`src/rtl/srb_pkg.sv`:
```
package srb_pkg;

    localparam int BYTE_W = 8;
    localparam int LEN_W  = 12;
    localparam int HEAD_W = 7;

    localparam int DEF_CAPACITY    = 4096;
    localparam int DEF_MAX_SEGMENT = 2048;
    localparam int DEF_MAX_REQUEST = 64;

    typedef enum logic [1:0] {
        MODE_STORE = 2'd0,
        MODE_FETCH = 2'd1,
        MODE_PEEK  = 2'd2,
        MODE_HEAD  = 2'd3
    } mode_t;

    typedef enum logic [1:0] {
        ST_OK      = 2'd0,
        ST_NOTHING = 2'd1,
        ST_OVERRUN = 2'd2,
        ST_LONG    = 2'd3
    } status_t;

    typedef enum logic [2:0] {
        S_IDLE,
        S_TAKE,
        S_APPLY,
        S_FINISH,
        S_STREAM
    } state_t;

    typedef struct packed {
        logic [LEN_W-1:0] len;
        logic             atomic;
        logic             limit_small;
    } take_req_t;

    typedef struct packed {
        logic [LEN_W-1:0] grant;
        status_t          st;
        logic             wrap;
        logic [LEN_W-1:0] rest;
    } take_res_t;

endpackage

```
`src/rtl/srb_take.sv`:
```
module srb_take #(
    parameter int CAPACITY    = srb_pkg::DEF_CAPACITY,
    parameter int MAX_SEGMENT = srb_pkg::DEF_MAX_SEGMENT,
    parameter int MAX_REQUEST = srb_pkg::DEF_MAX_REQUEST
) (
    input  srb_pkg::take_req_t req,
    input  logic [$clog2(2*MAX_SEGMENT+CAPACITY)-1:0]   read_pos,
    input  logic [$clog2(2*MAX_SEGMENT+CAPACITY+1)-1:0] write_pos,
    input  logic [$clog2(2*MAX_SEGMENT+CAPACITY+1)-1:0] data_end,
    input  logic [$clog2(CAPACITY+(1<<srb_pkg::LEN_W))-1:0] stored_count,
    output srb_pkg::take_res_t res
);
    import srb_pkg::*;

    localparam int TOTAL  = 2 * MAX_SEGMENT + CAPACITY;
    localparam int WP_W   = $clog2(TOTAL + 1);
    localparam int SC_W   = $clog2(CAPACITY + (1 << LEN_W));
    localparam int CAP_W  = $clog2(CAPACITY + 1);
    localparam int CMP_A  = (WP_W > SC_W) ? WP_W : SC_W;
    localparam int CMP_B  = (CAP_W > LEN_W) ? CAP_W : LEN_W;
    localparam int CMP_W  = (CMP_A > CMP_B) ? CMP_A : CMP_B;

    logic             empty;
    logic             over;
    logic [LEN_W-1:0] cut;
    logic [CMP_W-1:0] limit;
    logic [CMP_W-1:0] rp_x;
    logic [CMP_W-1:0] rest_full;

    assign empty = (WP_W'(read_pos) == write_pos);
    assign over  = (CMP_W'(req.len) > CMP_W'(stored_count));
    // when over, the stored count is below the request and fits the length width
    assign cut   = over ? LEN_W'(stored_count) : req.len;
    assign limit = req.limit_small ? CMP_W'(MAX_REQUEST) : CMP_W'(CAPACITY);
    assign rp_x  = CMP_W'(read_pos);
    // bytes left before the end-of-data mark, zero when already at or past it
    assign rest_full = (CMP_W'(data_end) > rp_x) ? (CMP_W'(data_end) - rp_x) : '0;

    always_comb
    begin
        res.rest  = LEN_W'(rest_full);
        res.wrap  = (rest_full <= CMP_W'(cut));
        res.grant = '0;
        res.st    = ST_OK;
        if ((req.atomic && over) || empty)
        begin
            res.st = ST_NOTHING;
        end
        else if (CMP_W'(cut) > limit)
        begin
            res.st = ST_LONG;
        end
        else
        begin
            res.grant = cut;
        end
    end

endmodule
```
`config.mk`:
```
export PLATFORM = sky130hd
export DESIGN_NAME = srb_take
export DESIGN_NICKNAME = d
export VERILOG_FILES = /design/src/rtl/srb_pkg.sv /design/src/rtl/srb_take.sv
export SDC_FILE = /design/constraint.sdc
export NUM_CORES = 1
export LEC_CHECK = 0
export BUFFER_PORTS_ARGS = -buffer_cell sky130_fd_sc_hd__buf_2
export CAP_MARGIN = 20
export CORE_MARGIN = 2
export CORE_UTILIZATION = 49
export DETAILED_ROUTE_END_ITERATION = 10
export GPL_TIMING_DRIVEN = 0
export PLACE_DENSITY_LB_ADDON = 0.12
export SYNTH_ARGS = -nofsm -noshare
export SYNTH_HDL_FRONTEND = slang
export SYNTH_SLANG_ARGS = --single-unit
```
`constraint.sdc`:
```
create_clock -name vclk -period 3.7
set_clock_uncertainty 0.2 [all_clocks]
set_input_delay 0 -clock vclk [all_inputs]
set_output_delay 0 -clock vclk [all_outputs]
set_load 0.03 [all_outputs]
```
Yosys cells after proc, flatten, opt, wreduce, memory -nomap -nowiden
Cells that the tools add are included.
{"block": "totals", "register_bits": 0, "input_bits": 68, "wordCells": 15, "out_inout_bits": 27}
{"block": "classes", "magnitude_cmp": 4, "mux": 7, "reduce_logical": 2, "n_eq_ne": 1, "add_sub_neg": 1}
{"cell": "12-bit 2-to-1 mux", "count": 3}
{"cell": "12-bit by 13-bit greater-than comparator with 1-bit output", "count": 2}
{"cell": "13-bit by 14-bit equality test with 1-bit output", "count": 1}
{"cell": "14-bit by 13-bit greater-than comparator with 1-bit output", "count": 1}
{"cell": "14-bit by 12-bit <= comparator with 1-bit output", "count": 1}
{"cell": "14-bit 2-to-1 mux", "count": 1}
{"cell": "14-bit by 13-bit subtractor with 14-bit output", "count": 1}
{"cell": "13-bit 2-to-1 mux", "count": 1}
{"cell": "2-bit 2-to-1 mux", "count": 2}
{"cell": "1-bit logical AND", "count": 1}
{"cell": "1-bit logical OR", "count": 1}

Logic depth before layout (Yosys ltp)
Gate-level depths: netlist (run 1).
{"block": "depth", "word_depth": 5, "depth_mapped": 17, "mapped_depth_nobuf": 16}

Worst setup path after synthesis (run 1)
OpenSTA, ideal clock, no wires.
{"block": "synth_timing", "path_type": "input -> output", "start": "in data_end[0]", "end": "out res[12] (netlist name)", "path_stages": 16, "arrival_ns": 3.997, "path_slack_ns": -0.497, "required_time_ns": 3.500, "cell_sequence": "inv_1 ha_1 fa_1 nand2b_1 a211oi_1 nor3_1 nor2_1 o31ai_1 clkbuf_1 a211oi_1 ha_1 a211oi_1 a21oi_1 nor4b_1 o21bai_1 a22oi_1"}
{"item": "start, declared", "line_no": "srb_take.sv:9", "rtl": "input logic [$clog2(2*MAX_SEGMENT+CAPACITY+1)-1:0] data_end,"}
{"item": "end, declared", "line_no": "srb_take.sv:11", "rtl": "output srb_pkg::take_res_t res"}

==> flow_summary_export.csv, run 1 <==
group,metric,value,unit
run_status,status,"complete, no violations",
worst_setup_path,required,3.50,ns
yosys,postSynthAreaPerCell,7.66,sq um
finish,fill_cells,363,
die,top_level_ports,95,
sta,post-route-period-util,95.7,%
die,core-area,3690,sq um
yosys,synth_top_area_share,25.0,%
route,vias,2233,
yosys,synth_top_family_by_area,"simple AND/OR/NAND/NOR gates",
yosys,syn-num-nets,355,
yosys,yosysSeqAreaShare,0,%
sta,period_minus_slack,3.54,ns
die,die_w,66.3,um
worst_setup_path,cp-start-kind,"input port",
place,gp_congestion,0.917,
worst_hold_path,hold_class,"input port to output port",
yosys,synthTopCellsByArea,"ha_1, nor4_2, xnor2_1",
sta,slew_viol_final,0,
finish,n_antenna_cell,0,
power_and_ir_drop,p_seq_share,0,%
power_and_ir_drop,pwr-share-clk,0,%
finish,stdcell_area,2590,sq um
power_and_ir_drop,intPower,0.223,mW
power_and_ir_drop,finalPower,0.545,mW
worst_setup_path,crit_arrival,3.34,ns
yosys,yosysTopAreaCell,"ha_1",
grt,grt_overflow_total,0,
yosys,synth_xor_area_share,9.22,%
power_and_ir_drop,power_density,211,nW/um^2
sta,worst_slew_pin_slew,0.379,ns
worst_setup_path,critical_path_depth,16,
sta,fmaxAchievable,283,MHz
route,drtIter0Drc,84,
die,dieArea,4390,sq um
route,wire_per_inst,13.8,um
worst_setup_path,crit_path_top_delay_cell,"a311o_1",
grt,grt_max_degree,11,
power_and_ir_drop,total_leakage_power,1.27,nW
yosys,synth-warning-count,0,
flow_run,maxCapViolCount,0,
yosys,yosys-top-cells-count,"ha_1, inv_1, nor2_1",
yosys,synthMuxAreaShare,6.39,%
route,wl,5430,um
yosys,netlist_instances,248,
worst_setup_path,crit_path_end_kind,"output port",
finish,nFlopsAndLatches,0,
worst_setup_path,criticalPathCategory,"input port to output port",
yosys,ys_types,51,
power_and_ir_drop,p_switching,0.322,mW
finish,area_growth_syn_to_layout,36.3,%
finish,drive_above_1_share,38.3,%
grt,antenna_found_initial,0,
finish,regArea,0,sq um
die,std_cell_rows,22,
sta,slew_headroom,74.5,%
worst_setup_path,crit_fanout,10,
power_and_ir_drop,swShare,59.0,%
worst_setup_path,cp.buffers_inverters,4,
worst_setup_path,critPathMaxStageDelay,0.42,ns
grt,grt_pass1_vias,2040,
die,start_util,51.5,%
power_and_ir_drop,pwr-share-comb,100.0,%
place,portBuffers,95,
route,ant_nets,0,
sta,hold_violations,0,
grt,grt_use_total,24.3,%
clock_network,postCtsHoldBufs,0,
worst_hold_path,hold-path-cell-count,4,
yosys,synth_fa_ha_area_share,26.1,%
route,drcViolationCount,0,
yosys,yosys.area_share.simple,27.8,%
worst_hold_path,min_from,"read_pos[0]",
route,vias_per_cell,5.68,
finish,fin_nets,454,
worst_setup_path,crit_family,"compound AO/OA/AOI/OAI gates",
route,dr.pass1.iters,4,
yosys,yosysMostFrequentCell,"ha_1",
place,dpl-instance-area,2450,sq um
yosys,synth_area,1900,sq um
yosys,synth_compound_area_share,23.3,%
die,die_y,66.3,um
place,dp.final_hpwl,4780,um
power_and_ir_drop,vdd_drop_max,0.211,mV
grt,grt_pass1_wl,8840,um
worst_hold_path,hold_end,"res[0]",
worst_setup_path,crit_chain,"buf_2 > inv_1 > ha_1 > nand3_1 > o21bai_1 > a311o_1 > a21oi_4 > buf_6 > mux2i_1 > ha_1 > a21o_1 > a211oi_2 > nor4b_2 > o21bai_1 > a22oi_2 > buf_6",
finish,nClkBuffers,0,
sta,finalSetupViolations,0,
timing repair:
item | in CTS | in global routing
gates cloned | 0 | 0
setup endpoints to repair | 1 | 11
buffers inserted | 0 | 2
gates resized for setup | 7 | 25
pin swaps | 2 | 3
final cells by class:
type,count,area [sq um],area share [%]
Buffer,5,40.0,1.55
Inverter,28,105,4.06
Multi-Input combinational cell,215,1870,72.4
Tap cell,48,60.1,2.32
Timing Repair Buffer,97,509,19.7
per-stage QoR:
step | util [%] | hold slack [ns] | TNS, ns | setup WS, ns | instances
after detailed placement | 66.6 | 0.326 | -0.349 | -0.349 | 391
after global placement | 66.6 | 0.324 | -0.280 | -0.280 | 391
after global routing | 70.2 | 0.353 | -0.0129 | -0.00922 | 393
after floorplan | - | 0.0647 | 0 | 0.0180 | 248
after CTS | 67.3 | 0.329 | 0 | 0.0193 | 391
final | 70.2 | 0.319 | 0 | 0.161 | 393
how the worst max path moves through the flow:
stage | startpoint | endpoint | slack, ns
2_1_floorplan | data_end[0] | res[12] | 0.02
3_3_place_gp | read_pos[5] | res[12] | -0.28
3_5_place_dp | read_pos[5] | res[12] | -0.35
4_1_cts | read_pos[0] | res[12] | 0.02
5_1_grt | stored_count[4] | res[12] | -0.009
6_report | stored_count[4] | res[12] | 0.16
kinds of logic after synthesis:
group,Yosys count
adders and majority gates,39
muxes,12
AOI/OAI and AO/OA,60
buffers and inverters,33
and+or+nand+nor,84
xor gates and xnor gates,20
layer usage:
metal	global-route usage [%]	wire [um]	vias up	share of wire, %
met5	0	0	-	0
met4	1.02	0	0	0
met3	0.852	294	0	5.4
met2	43.9	2600	61	48
met1	33.5	2530	1038	47
li1	-	-	1134	-
power groups by stage:
stage / registers, mW / logic (mW) / clock network, mW
6_report: 0 / 0.545 / 0
5_1_grt: 0 / 0.598 / 0
4_1_cts: 0 / 0.515 / 0
3_5_place_dp: 0 / 0.501 / 0
3_3_place_gp: 0 / 0.492 / 0
2_1_floorplan: 0 / 0.357 / 0
cells in the final DEF (no fill, tap or decap), drive strengths merged, types with 2 or more instances in the layout:
master / Yosys / final
or3: 4 / 4
nor2: 21 / 21
xor2: 5 / 5
xnor2: 15 / 15
o2111ai: 2 / 2
nand4: 9 / 9
o211ai: 2 / 2
a21oi: 9 / 9
inv: 28 / 28
nand2b: 4 / 4
o31a: 3 / 3
nor4b: 2 / 2
nand2: 5 / 5
ha: 38 / 38
mux2i: 11 / 11
a211oi: 7 / 7
o21ai: 11 / 11
or4: 2 / 2
nor2b: 4 / 4
nor4: 14 / 14
nor3: 9 / 9
o21a: 6 / 6
buf: 4 / 102
o21bai: 3 / 3
nand3: 7 / 7
a21o: 2 / 2
(Power assumes the default switching activity.)
==> inputs of run 2 (changes only) <==
Settings changed: REMOVE_ABC_BUFFERS set to 1.
==> run 2 against run 1 <==
  * Critical path depth is 1 higher
  * Critical path type unchanged
  * Core utilization down 0.85 points
  * Global-route usage decreased by 0.84 points
  * Total power down 2.4%
  * Highest routed layer is now met4
==> flow_summary_export.csv, run 2 (synthesis results as in run 1) <==
group,metric,value,unit
run_status,status,"complete, no violations",
power_and_ir_drop,total_leakage_power,1.26,nW
finish,fin_nets,455,
die,core-area,3690,sq um
worst_setup_path,crit_fanout,9,
finish,layout_commonest_cell,"buf_2",
finish,fill_cells,338,
place,dp.final_hpwl,4480,um
grt,antenna_found_initial,0,
grt,grt_max_degree,16,
worst_setup_path,crit_arrival,3.33,ns
finish,nClkBuffers,0,
sta,slew_headroom,50.9,%
power_and_ir_drop,vdd_drop_max,0.179,mV
route,drcViolationCount,0,
die,std_cell_rows,22,
worst_setup_path,criticalPathCategory,"input port to output port",
die,die_w,66.3,um
worst_setup_path,cp-start-kind,"input port",
route,vias_per_cell,5.60,
die,top_level_ports,95,
finish,nFlopsAndLatches,0,
place,portBuffers,95,
route,wire_per_inst,13.9,um
grt,grt_use_total,23.5,%
die,dieArea,4390,sq um
sta,slew_viol_final,0,
power_and_ir_drop,power_density,208,nW/um^2
finish,area_growth_syn_to_layout,34.7,%
flow_run,maxCapViolCount,0,
sta,worst_slew_pin_slew,0.736,ns
place,preCtsSetupSlack,-0.276,ns
clock_network,postCtsHoldBufs,0,
sta,hold_violations,0,
route,wl,5470,um
grt,grt_pass1_wl,8450,um
grt,grt_overflow_total,0,
sta,post-route-period-util,95.5,%
route,drtIter0Drc,98,
route,dr.pass1.iters,4,
die,die_y,66.3,um
sta,tns,0,ns
route,vias,2205,
sta,period_minus_slack,3.53,ns
finish,n_antenna_cell,0,
power_and_ir_drop,finalPower,0.532,mW
finish,regArea,0,sq um
die,start_util,51.5,%
grt,grt_pass1_vias,1965,
place,gp_congestion,0.957,
place,dp.cells,387,
sta,fmaxAchievable,283,MHz
sta,finalSetupViolations,0,
finish,fin_cells,394,
sta,fin_ws,0.165,ns
finish,multi_input_area,1840,sq um
route,ant_nets,0,
finish,postLayoutCoreUtil,69.3,%
worst_setup_path,required,3.50,ns
worst_setup_path,crit_path_end_kind,"output port",
finish,drive_above_1_share,38.2,%
worst_hold_path,hold_class,"input port to output port",
finish,final_cell_mix,"buf_2, ha_1, inv_1",
-- run 2: changes by cell type in the layout (fill, tap and decap cells not counted), sizes merged --
cell | previous run | this run
buf | 102 | 103
-- run 2: what timing repair did --
item                                    in CTS  in global routing
buffers inserted                             0                  7
resized for setup                            5                 14
pin swaps                                    0                  4
endpoints found under the setup margin      15                 15
cloned                                       0                  0
-- run 2: worst max-delay path, cell delays in order --
cell and delay, ns:
buf_2 0.12, ha_1 0.22, fa_2 0.36, nand2b_4 0.16, a211oi_4 0.31, nor3_2 0.10, nor2_2 0.17, o31ai_4 0.09
buf_4 0.20, a211oi_4 0.18, ha_1 0.27, a211oi_1 0.26, a21oi_1 0.13, nor4b_2 0.21, o21bai_1 0.10, a22oi_1 0.22
buf_4 0.20
-- run 2: final timing paths --
| path | start | endpoint | slack [ns] | depth (start not counted) |
|---|---|---|---|---|
| worst max-delay path | read_pos[0] | res[12] | 0.17 | 17 |
| worst min-delay path | read_pos[0] | res[0] | 0.31 | 4 |
-- run 2: area by class of cell --
class | instances | share of cell area [%]
timing repair buffer | 103 | 21.5
tap | 48 | 2.35
multi-input combinational | 215 | 72.0
inverter | 28 | 4.11
-- run 2: power by group --
group / switching, mW / internal (mW)
Combinational: 0.315 / 0.217
Sequential: 0 / 0
Clock: 0 / 0
Total: 0.315 / 0.217
-- run 2: routing by layer --
layer	part of all wire (%)	global-route usage [%]	vias up
met4	0.71	0.510	0
li1	-	-	1140
met3	4.5	0.341	4
met2	48	40.9	60
met1	47	34.0	1001
met5	0	0	-
-- run 2: metrics by stage --
step / hold WS [ns] / area, sq um
finish: 0.309 / 2560
global route: 0.341 / 2560
CTS: 0.315 / 2430
detailed placement: 0.312 / 2410
global placement: 0.320 / 2400
floorplan: 0.0647 / 1870
